==> src/rtl/svt_pkg.sv <==
// Package for the sensor voltage to temperature converter: field widths,
// the descending voltage table, the per-segment slope table and payload widths.
// Depends on nothing; every other file of the block uses it.
package svt_pkg;

	// Field widths of the two channels.
	localparam int unsigned ADC_W  = 24;
	localparam int unsigned TEMP_W = 16;

	// The ADC code is the low part of the received word.
	localparam int unsigned CODE_W     = 17;
	localparam int unsigned CODE_SCALE = 125;

	// Voltage in eighths of a microvolt, and table entries scaled to match.
	localparam int unsigned VOLT_W      = 24;
	localparam int unsigned ENTRY_UV_W  = 21;
	localparam int unsigned ENTRY_SHIFT = 3;

	localparam int unsigned TABLE_ENTRIES = 21;
	localparam int unsigned IDX_W         = 5;

	// Difference below an entry, slope, divisor, dividend and quotient widths.
	localparam int unsigned DIFF_W  = 22;
	localparam int unsigned SLOPE_W = 13;
	localparam int unsigned DIV_W   = SLOPE_W + 1;
	localparam int unsigned N_W     = 26;
	localparam int unsigned Q_W     = 13;
	localparam int unsigned DIFF_MUL = 25;

	// Ten degrees per table step and minus fifty degrees at the first entry.
	localparam int unsigned STEP_CENTI = 1000;
	localparam int unsigned BASE_CENTI = 5000;
	localparam int          TEMP_MIN   = -5000;
	localparam int          TEMP_MAX   = 20467;

	// Sensor output voltage in microvolts, from -50 C upwards in 10 C steps.
	localparam logic [ENTRY_UV_W-1:0] VOLT_UV [TABLE_ENTRIES] = '{
		21'd1350441, 21'd1300593, 21'd1250398, 21'd1199884, 21'd1149070,
		21'd1097987, 21'd1046647, 21'd995050,  21'd943227,  21'd891178,
		21'd838882,  21'd786360,  21'd733608,  21'd680654,  21'd627490,
		21'd574117,  21'd520551,  21'd466760,  21'd412739,  21'd358164,
		21'd302785
	};

	// Segment slope in thousandths of a millivolt per degree.
	localparam logic [SLOPE_W-1:0] SLOPE_MILLI [TABLE_ENTRIES] = '{
		13'd4985, 13'd5020, 13'd5051, 13'd5081, 13'd5108,
		13'd5134, 13'd5160, 13'd5182, 13'd5205, 13'd5230,
		13'd5252, 13'd5275, 13'd5295, 13'd5316, 13'd5337,
		13'd5357, 13'd5379, 13'd5402, 13'd5458, 13'd5538,
		13'd5538
	};

endpackage

==> src/rtl/svt_ifs.sv <==
// Handshake interfaces for the converter's sample and result channels.
// Depends on svt_pkg for the payload widths.
interface svt_sample_if;
	logic                      valid;
	logic                      ready;
	logic [svt_pkg::ADC_W-1:0] adc_raw;

	modport source (output valid, output adc_raw, input ready);
	modport sink (input valid, input adc_raw, output ready);
endinterface

interface svt_result_if;
	logic                              valid;
	logic                              ready;
	logic signed [svt_pkg::TEMP_W-1:0] temp_centi;
	logic                              in_range;

	modport source (output valid, output temp_centi, output in_range, input ready);
	modport sink (input valid, input temp_centi, input in_range, output ready);
endinterface

==> src/rtl/sensor_voltage_to_temperature.sv <==
// Top level of the sensor voltage to temperature converter: an 18-stage pipeline
// with a table search, a segment select and a pipelined restoring divider.
// Depends on svt_pkg and the interfaces in svt_ifs.sv.
//
//  channel  | direction | payload                          | handshake
//  ---------+-----------+----------------------------------+--------------
//  sample   | in        | adc_raw[23:0]                    | valid / ready
//  result   | out       | temp_centi[15:0] s, in_range     | valid / ready
//
// One transaction is accepted in every cycle while the pipeline is not frozen.
// The eighteen register stages come from the thirteen quotient bits of the
// divider, one compare-and-subtract stage per bit, plus five other stages.
// Reset clears only the valid bits of the stages; the data registers are left.
// When a result is waiting and result.ready is low the whole pipeline freezes
// and sample.ready drops, so no transaction is lost or repeated.
module sensor_voltage_to_temperature (
	input logic        clk,
	input logic        arst_n,
	svt_sample_if.sink   sample,
	svt_result_if.source result
);
	import svt_pkg::*;

	// The pipeline moves as one whenever the output register is free or being read.
	logic adv;

	// Stage 1: mask the ADC word to its code and scale it to eighths of a microvolt.
	logic              vld_s1;
	logic [VOLT_W-1:0] v_s1;

	// Stage 2: table search result.
	logic              vld_s2;
	logic [VOLT_W-1:0] v_s2;
	logic [IDX_W-1:0]  idx_s2;
	logic              rng_s2;
	logic [IDX_W-1:0]  idx_c;
	logic              hit_c;

	// Stage 3: distance below the selected entry and the segment slope.
	logic               vld_s3;
	logic [IDX_W-1:0]   idx_s3;
	logic               rng_s3;
	logic [DIFF_W-1:0]  d_s3;
	logic [SLOPE_W-1:0] slope_s3;
	logic [IDX_W-1:0]   sel_c;
	logic [VOLT_W-1:0]  entry_c;

	// Stage 4: dividend 25*d + s and divisor 2*s, so that the quotient is the
	// rounded temperature offset with halves rounded up.
	logic             vld_s4;
	logic [IDX_W-1:0] idx_s4;
	logic             rng_s4;
	logic [N_W-1:0]   n_s4;
	logic [DIV_W-1:0] div_s4;

	// Stages 5 to 17: one quotient bit per stage, most significant first.
	logic             vld_s [Q_W];
	logic [IDX_W-1:0] idx_s [Q_W];
	logic             rng_s [Q_W];
	logic [N_W-1:0]   rem_s [Q_W];
	logic [Q_W-1:0]   q_s   [Q_W];
	logic [DIV_W-1:0] div_s [Q_W];

	// Stage 18: the output register.
	logic              vld_s18;
	logic [TEMP_W-1:0] temp_s18;
	logic              rng_s18;
	logic [TEMP_W-1:0] temp_c;

	assign adv          = !vld_s18 || result.ready;
	assign sample.ready = adv;

	// ---------------------------------------------------------------- stage 1
	always_ff @(posedge clk or negedge arst_n) begin
		if (!arst_n) begin
			vld_s1 <= 1'b0;
		end else if (adv) begin
			vld_s1 <= sample.valid;
		end
	end

	always_ff @(posedge clk) begin
		if (adv) begin
			v_s1 <= VOLT_W'(sample.adc_raw[CODE_W-1:0]) * VOLT_W'(CODE_SCALE);
		end
	end

	// ---------------------------------------------------------------- stage 2
	// The table descends, so the entries at or above the voltage form a prefix;
	// the last of them is the segment. None at all means the voltage is above
	// the top entry and the sample is out of range.
	always_comb begin
		idx_c = '0;
		hit_c = 1'b0;
		for (int k = 0; k < TABLE_ENTRIES; k++) begin
			if ({VOLT_UV[k], ENTRY_SHIFT'(0)} >= v_s1) begin
				idx_c = IDX_W'(k);
				hit_c = 1'b1;
			end
		end
	end

	always_ff @(posedge clk or negedge arst_n) begin
		if (!arst_n) begin
			vld_s2 <= 1'b0;
		end else if (adv) begin
			vld_s2 <= vld_s1;
		end
	end

	always_ff @(posedge clk) begin
		if (adv) begin
			v_s2   <= v_s1;
			idx_s2 <= idx_c;
			rng_s2 <= hit_c;
		end
	end

	// ---------------------------------------------------------------- stage 3
	// Below the last entry the last segment is extrapolated, so the difference
	// can reach the whole last entry. Out of range the difference is
	// meaningless and the result is forced to zero at the end.
	assign sel_c   = (idx_s2 < IDX_W'(TABLE_ENTRIES)) ? idx_s2 : '0;
	assign entry_c = {VOLT_UV[sel_c], ENTRY_SHIFT'(0)};

	always_ff @(posedge clk or negedge arst_n) begin
		if (!arst_n) begin
			vld_s3 <= 1'b0;
		end else if (adv) begin
			vld_s3 <= vld_s2;
		end
	end

	always_ff @(posedge clk) begin
		if (adv) begin
			idx_s3   <= idx_s2;
			rng_s3   <= rng_s2;
			d_s3     <= DIFF_W'(entry_c - v_s2);
			slope_s3 <= SLOPE_MILLI[sel_c];
		end
	end

	// ---------------------------------------------------------------- stage 4
	always_ff @(posedge clk or negedge arst_n) begin
		if (!arst_n) begin
			vld_s4 <= 1'b0;
		end else if (adv) begin
			vld_s4 <= vld_s3;
		end
	end

	always_ff @(posedge clk) begin
		if (adv) begin
			idx_s4 <= idx_s3;
			rng_s4 <= rng_s3;
			n_s4   <= N_W'(d_s3) * N_W'(DIFF_MUL) + N_W'(slope_s3);
			div_s4 <= {slope_s3, 1'b0};
		end
	end

	// ----------------------------------------------------------- stages 5..17
	// Restoring division. The dividend is below 2^26 and the divisor at least
	// 9970, so thirteen quotient bits always suffice.
	for (genvar j = 0; j < Q_W; j++) begin : g_div
		localparam int unsigned SH = Q_W - 1 - j;

		logic             vld_in;
		logic [IDX_W-1:0] idx_in;
		logic             rng_in;
		logic [N_W-1:0]   rem_in;
		logic [Q_W-1:0]   q_in;
		logic [DIV_W-1:0] div_in;
		logic [N_W:0]     den_sh;
		logic [N_W:0]     trial;

		if (j == 0) begin : g_first
			assign vld_in = vld_s4;
			assign idx_in = idx_s4;
			assign rng_in = rng_s4;
			assign rem_in = n_s4;
			assign q_in   = '0;
			assign div_in = div_s4;
		end else begin : g_next
			assign vld_in = vld_s[j-1];
			assign idx_in = idx_s[j-1];
			assign rng_in = rng_s[j-1];
			assign rem_in = rem_s[j-1];
			assign q_in   = q_s[j-1];
			assign div_in = div_s[j-1];
		end

		assign den_sh = (N_W + 1)'(div_in) << SH;
		assign trial  = {1'b0, rem_in} - den_sh;

		always_ff @(posedge clk or negedge arst_n) begin
			if (!arst_n) begin
				vld_s[j] <= 1'b0;
			end else if (adv) begin
				vld_s[j] <= vld_in;
			end
		end

		always_ff @(posedge clk) begin
			if (adv) begin
				idx_s[j] <= idx_in;
				rng_s[j] <= rng_in;
				div_s[j] <= div_in;
				q_s[j]   <= {q_in[Q_W-2:0], !trial[N_W]};
				rem_s[j] <= trial[N_W] ? rem_in : trial[N_W-1:0];
			end
		end
	end

	// ---------------------------------------------------------------- stage 18
	// Ten degrees per segment from minus fifty, plus the rounded offset. The
	// sum wraps in sixteen bits, which is exact for every reachable value.
	assign temp_c = TEMP_W'(idx_s[Q_W-1]) * TEMP_W'(STEP_CENTI)
		- TEMP_W'(BASE_CENTI) + TEMP_W'(q_s[Q_W-1]);

	always_ff @(posedge clk or negedge arst_n) begin
		if (!arst_n) begin
			vld_s18 <= 1'b0;
		end else if (adv) begin
			vld_s18 <= vld_s[Q_W-1];
		end
	end

	always_ff @(posedge clk) begin
		if (adv) begin
			rng_s18  <= rng_s[Q_W-1];
			temp_s18 <= rng_s[Q_W-1] ? temp_c : '0;
		end
	end

	assign result.valid      = vld_s18;
	assign result.temp_centi = temp_s18;
	assign result.in_range   = rng_s18;

	// ---------------------------------------------------------------- checks
	a_out_of_range_zero: assert property (@(posedge clk) disable iff (!arst_n)
		result.valid && !result.in_range |-> result.temp_centi == '0)
		else $error("out-of-range result carries a non-zero temperature");

	a_temp_bounds: assert property (@(posedge clk) disable iff (!arst_n)
		result.valid && result.in_range |->
			$signed(result.temp_centi) >= TEMP_W'(TEMP_MIN) &&
			$signed(result.temp_centi) <= TEMP_W'(TEMP_MAX))
		else $error("temperature outside the span of the table");

	a_index_valid: assert property (@(posedge clk) disable iff (!arst_n)
		vld_s2 |-> idx_s2 < IDX_W'(TABLE_ENTRIES))
		else $error("table search produced an index beyond the table");

	a_rem_below_div: assert property (@(posedge clk) disable iff (!arst_n)
		vld_s[Q_W-1] |-> rem_s[Q_W-1] < N_W'(div_s[Q_W-1]))
		else $error("divider remainder not below the divisor");

	a_stall_holds: assert property (@(posedge clk) disable iff (!arst_n)
		vld_s[Q_W-1] && !adv |=> $stable(q_s[Q_W-1]) && vld_s[Q_W-1])
		else $error("divider output changed while the pipeline was stalled");

endmodule

==> src/flat_wrapper.sv <==
// flat-port wrapper written by rule: the top's interface ports become plain ports
module sensor_voltage_to_temperature_flat import svt_pkg::*;
  (clk, arst_n, sample_valid, sample_adc_raw, sample_ready, result_valid, result_temp_centi, result_in_range, result_ready);
  svt_sample_if sample_i ();
  svt_result_if result_i ();
  input logic clk;
  input logic arst_n;
  input wire logic [$bits(sample_i.valid)-1:0] sample_valid;
  input wire logic [$bits(sample_i.adc_raw)-1:0] sample_adc_raw;
  output wire logic [$bits(sample_i.ready)-1:0] sample_ready;
  output wire logic [$bits(result_i.valid)-1:0] result_valid;
  output wire logic [$bits(result_i.temp_centi)-1:0] result_temp_centi;
  output wire logic [$bits(result_i.in_range)-1:0] result_in_range;
  input wire logic [$bits(result_i.ready)-1:0] result_ready;
  assign sample_i.valid = sample_valid;
  assign sample_i.adc_raw = sample_adc_raw;
  assign sample_ready = sample_i.ready;
  assign result_valid = result_i.valid;
  assign result_temp_centi = result_i.temp_centi;
  assign result_in_range = result_i.in_range;
  assign result_i.ready = result_ready;
  sensor_voltage_to_temperature u_core (.clk(clk), .arst_n(arst_n), .sample(sample_i), .result(result_i));
endmodule
==> config.mk <==
export PLATFORM = sky130hd
export DESIGN_NAME = sensor_voltage_to_temperature_flat
export DESIGN_NICKNAME = d
export VERILOG_FILES = /design/src/rtl/svt_pkg.sv /design/src/rtl/svt_ifs.sv /design/src/rtl/sensor_voltage_to_temperature.sv /design/src/flat_wrapper.sv
export SDC_FILE = /design/constraint.sdc
export NUM_CORES = 2
export LEC_CHECK = 0
export ABC_CLOCK_PERIOD_IN_PS = 68800
export BUFFER_PORTS_ARGS = -buffer_cell sky130_fd_sc_hd__buf_4
export CAP_MARGIN = 25
export CORE_ASPECT_RATIO = 2
export CORE_MARGIN = 2
export CORE_UTILIZATION = 45
export CTS_CLUSTER_SIZE = 10
export DETAILED_ROUTE_END_ITERATION = 8
export SYNTH_ARGS = -nofsm -noshare
export SYNTH_HDL_FRONTEND = slang
export SYNTH_SLANG_ARGS = --single-unit
export TNS_END_PERCENT = 10
==> constraint.sdc <==
create_clock -name clk -period 68.8 [get_ports clk]
set_clock_uncertainty 0.1 [all_clocks]
set_input_delay 13.76 -clock clk [delete_from_list [all_inputs] [get_ports clk]]
set_output_delay 13.76 -clock clk [all_outputs]
set_load 0.1 [all_outputs]
* Yosys cells after proc, flatten, opt, wreduce, memory -nomap -nowiden
Memories as Yosys holds them, arrays and structs flattened. A register that Yosys moved wholly into a read port is not among the register bits.
Cells that the tools add are included.
W data, S select, Z words.
** Cells by class
- Add/sub/neg operators :: 17
- Bitwise gates (word level) :: 1
- Multiply operators :: 3
- Eq/ne operators :: 0
- Shift operators :: 0
- Divide/modulo/power cells :: 0
- Order comparisons :: 23
- Mux-type cells :: 38
- Reductions and logical operators :: 17
** Operators with widths (count)
- $mux W26 :: 13
- $ge A23 B24 Y1 const A :: 10
- $ge A24 B24 Y1 const A :: 6
- $ge A22 B24 Y1 const A :: 5
- $mux W5 :: 15
- $mux W19 :: 2
- $sub A26 B14 Y27 :: 1
- $sub A26 B15 Y27 :: 1
- $sub A26 B16 Y27 :: 1
- $sub A26 B17 Y27 :: 1
- $sub A26 B18 Y27 :: 1
- $sub A26 B19 Y27 :: 1
- $sub A26 B20 Y27 :: 1
- $sub A26 B21 Y27 :: 1
- $sub A26 B22 Y27 :: 1
- $sub A26 B23 Y27 :: 1
- $sub A26 B24 Y27 :: 1
- $sub A26 B25 Y27 :: 1
- $sub A26 B26 Y27 :: 1
- $add A26 B13 Y26 :: 1
- $mul A22 B5 Y26 const B :: 1
- $mul A17 B7 Y24 const B :: 1
- $sub A22 B22 Y22 :: 1
- $reduce_or A20 Y1 :: 1
- 11 further kinds :: 30
** Word-level totals
- Flip-flop bits (word level) :: 160
- Memory bits (writable) :: 767
- Bits in read-only memories :: 1088
- Bits in latches :: 0
- Memories :: 7
** Memories
- (no name shown) :: words 32, bits a word 21, rd ports 1, clocked after Yosys merged registers in 0, write ports 0, line sensor_voltage_to_temperature.sv:124 : assign entry_c = {VOLT_UV[sel_c], ENTRY_SHIFT'(0)};
- (no name shown) :: words 32, bits a word 13, rd ports 1, clocked after Yosys merged registers in 1, write ports 0, line sensor_voltage_to_temperature.sv:139 : slope_s3 <= SLOPE_MILLI[sel_c];
- u_core.rem_s :: words 13, bits a word 26, rd ports 12, clocked after Yosys merged registers in 0, write ports 13, line sensor_voltage_to_temperature.sv:60 : logic [N_W-1:0] rem_s [Q_W];
- u_core.div_s :: words 13, bits a word 14, rd ports 12, clocked after Yosys merged registers in 0, write ports 13, line sensor_voltage_to_temperature.sv:62 : logic [DIV_W-1:0] div_s [Q_W];
- u_core.q_s :: words 13, bits a word 13, rd ports 13, clocked after Yosys merged registers in 0, write ports 13, line sensor_voltage_to_temperature.sv:61 : logic [Q_W-1:0] q_s [Q_W];
- u_core.idx_s :: words 13, bits a word 5, rd ports 13, clocked after Yosys merged registers in 0, write ports 13, line sensor_voltage_to_temperature.sv:58 : logic [IDX_W-1:0] idx_s [Q_W];
- 1 more memories

* Depth between registers and ports, before layout
- Depth after elaboration :: 20
- Gate-level depth with buffers :: 21

* Worst setup path before layout
OpenSTA, ideal clock, no wires.
- Path kind :: input to output
- From :: input port result_ready
- To :: output port sample_ready
- Stages on the path :: 3
- Data required time :: 54.940 ns
- Setup slack :: 19.525 ns
- Arrival :: 35.415 ns
- Cell sequence :: nand2b_1 clkbuf_1 buf_1
** On the way
- Longest elaborated chain between the ends :: 1
** RTL lines
- from (decl) :: line flat_wrapper.sv:14 : input wire logic [$bits(result_i.ready)-1:0] result_ready;
- $logic_or A1 B1 Y1 :: line sensor_voltage_to_temperature.sv:70 : assign adv = !vld_s18 || result.ready;
- to (decl) :: line flat_wrapper.sv:10 : output wire logic [$bits(sample_i.ready)-1:0] sample_ready;
Every way passes these cells.

* Worst setup path after layout
Ends and elaborated chain as after synthesis.

==> metrics.txt <==
status finished, final reports clean; initial antenna violation count 0; Met3 Wirelength 2650 um; Ant. Diodes 0; CTS tree built; Synth Net Count 3,961; Reg clk slew, reported paths 50 ps; vias after detailed routing 25,464; WS Path Type primary input to output port; buffer and inverter count on the worst path 2; Startpoint Class primary input; Routed WL 80,000 um; commonest cells in the synthesized netlist edfxtp_1 (751), inv_1 (396), ha_1 (349); top_reg_cell synth edfxtp_1; number of port buffers 39; Tot GR Track Use 16.8%; most common cell in the synthesized netlist edfxtp_1; root buffer cell clkbuf_16; average cell area after synthesis 12.1 um^2; DP Worst Slack 40,010 ps; Post-Syn Instances 3,477; PnR worst setup slack 40,040 ps; fill count 8,228; Die Wd 221 um; # DRC 0; post-DR wirelength/cell 16.7 um; P&R area growth vs syn 9.61%; DIE HEIGHT 437 um; Starting Density 45.2%; HPWL after DPL 58,500 um; Cell Rows 159; cts bufs inserted 87; largest family of logic cells by synthesized area adder cells; clock buffer depth 3; vias in the first global route 25,136; asr flop ratio synth 2.34%; core area 0.0935 mm^2; Hold Vio Cnt, Final 0; final worst-path cycle share 41.8%; Synth Area in Adders 15.4%; drt pass-1 iters 7; Slew Limit Fails 0; cell family with most CP delay simple AND/OR/NAND/NOR gates; WP data arrival 14,900 ps; Req. time, crit path 54,940 ps; slowest cell delay on critical path 600 ps; mapped cell area 0.0422 mm^2; Least-Margin Pin Slew 1030 ps; HP Class flip-flop to flip-flop; hold buffer count at cts 0; Post-Synth XOR/XNOR Area 4.37%; GP Congestion 0.850; CP Capture Type output port; Die ar. 0.0965 mm^2; Netlist cell types 83; Ports 47; area fraction in compound gates after synthesis 10.9%; Post-CTS Resized 0; Tmin final 28,760 ps; EDFF count, synth 751; mux contribution to synthesized area 1.58%; Slew HR 29.2%; H-tree depth 3; largest net degree at the start of global routing 176; Routed Antenna Nets 0; final net count 4,034; Clock Latency Late Sink 660 ps; Max Cap Violations 0; CP most frequent cell buf_4; top post-synthesis cells by area edfxtp_1 (53%), ha_1 (10%), fa_1 (5.1%); placed cell areas 0.0439 mm^2; final setup fails 0; DR WL met2 41,200 um; TNS Setup 0 ps; Fmax 34.8 MHz; Post-CTS Setup Repair Bufs 0; unrepaired setup endpoints after global routing no; clock tree sinks 769; synth warn 0; uppermost layer routed met4; Final Hold Slack 298 ps; Final Cell Area 0.0463 mm^2; Crit-path slowest cell nand2b_4; total gr overflow 0; FF+latch count, synth 769; first-pass GRT wire length 129,000 um; initial DRC count 1,522; Synth top area share 53.4%; critical path cell sequence buf_4, nand2b_4, buf_4; Yosys top cell by area edfxtp_1; sequential-to-total area share from yosys stat 54.5%; met1 wire length 33,900 um; layout cell share with drive strength beyond 1 6.77%; via density per instance 5.33; simple-gate share of the synthesized area 9.08%; critical path fanouts, max 59
cells by family (layout without fill, tap and decap cells):
family | Yosys count | after routing
XOR/XNOR | 211 | 211
AND/OR/NAND/NOR | 783 | 783
adder cells (fa/ha/maj) | 456 | 456
AO/OA/AOI/OAI | 729 | 729
buffers and inverters | 470 | 567
flip-flops | 769 | 769
multiplexers | 59 | 59
cells in the final DEF, fill, tap and decap left out, types with 58 or more instances in the layout:
master and instances:
nor2_1 205, nor3_1 73, xor2_1 89, inv_1 396, o21ai_0 169, nand2_1 197, ha_1 349, clkbuf_16 88
edfxtp_1 751, fa_1 107, xnor2_1 122, a21o_1 58, a21oi_1 223
per-stage QoR:
stage / util [%] / std cells
after floorplan: - / 3477
after global placement: 47.0 / 4667
after detailed placement: 47.0 / 4668
after CTS: 49.5 / 4781
after global routing: 49.5 / 4781
final: 49.5 / 4781
metal layers:
layer,track usage [%],vias up
met5,0,-
li1,-,12680
met4,6.30,0
met2,29.7,397
met3,2.26,134
met1,20.7,12253
layout make-up:
cell class	count	area [um^2]	share of cell area [%]
repair buffers	55	429	0.927
clock buffers	107	2280	4.93
clock inverters	6	91.3	0.197
flip-flops and latches	769	23000	49.7
inverters	399	1500	3.23
multi-input cells	2238	17500	37.8
well taps	1207	1510	3.26
registers in the layout, summed over array words and instances, names as in the netlist, 5 cells and up:
| signal | flops |
|---|---|
| u_core.rem_s | 300 |
| u_core.div_s | 132 |
| u_core.q_s | 91 |
| u_core.idx_s | 65 |
| u_core.g_div.rem_in | 25 |
| u_core.v_s1 | 24 |
| u_core.d_s3 | 22 |
| u_core.v_s2 | 22 |
| u_core.result.temp_centi | 16 |
| u_core.g_div.vld_in | 13 |
| u_core.rng_s | 13 |
| u_core.div_s4 | 11 |
| u_core.slope_s3 | 11 |
| u_core.g_div.idx_in | 5 |
| u_core.idx_s2 | 5 |
| u_core.idx_s3 | 5 |
worst register-to-register path: stages, from the launching register on:
cell,delay (ps)
edfxtp_1,640
or2_2,440
o21ai_0,160
nand2_1,510
inv_1,840
mux4_2,600
nor2_1,120
a21oi_1,60
ha_1,370
or4b_4,500
a2111oi_0,940
nor3_1,160
nor2_1,270
a21oi_1,160
a311oi_1,320
xnor2_1,110
worst paths after layout:
check | cells after the start | slack [ps] | end | start
max | 3 | 40040 | sample_ready | result_ready
min | 0 | 300 | u_core.rem_s[2][3]$_DFFE_PP_ | u_core.rem_s[1][29]$_DFFE_PP_
max reg2reg | 15 | 62230 | u_core.d_s3[21]$_DFFE_PP_ | u_core.idx_s2[1]$_SDFFCE_PP0P_
min reg2reg | 0 | 300 | u_core.rem_s[2][3]$_DFFE_PP_ | u_core.rem_s[1][29]$_DFFE_PP_
max in group asynchronous | 1 | 55550 | u_core.g_div[6].vld_in$_DFFE_PN0P_ | arst_n
min in group asynchronous | 1 | 12850 | u_core.vld_s1$_DFFE_PN0P_ | arst_n
Power is not shown: default switching activity piles up to over one toggle a cycle in this logic, so the estimate is an artifact.
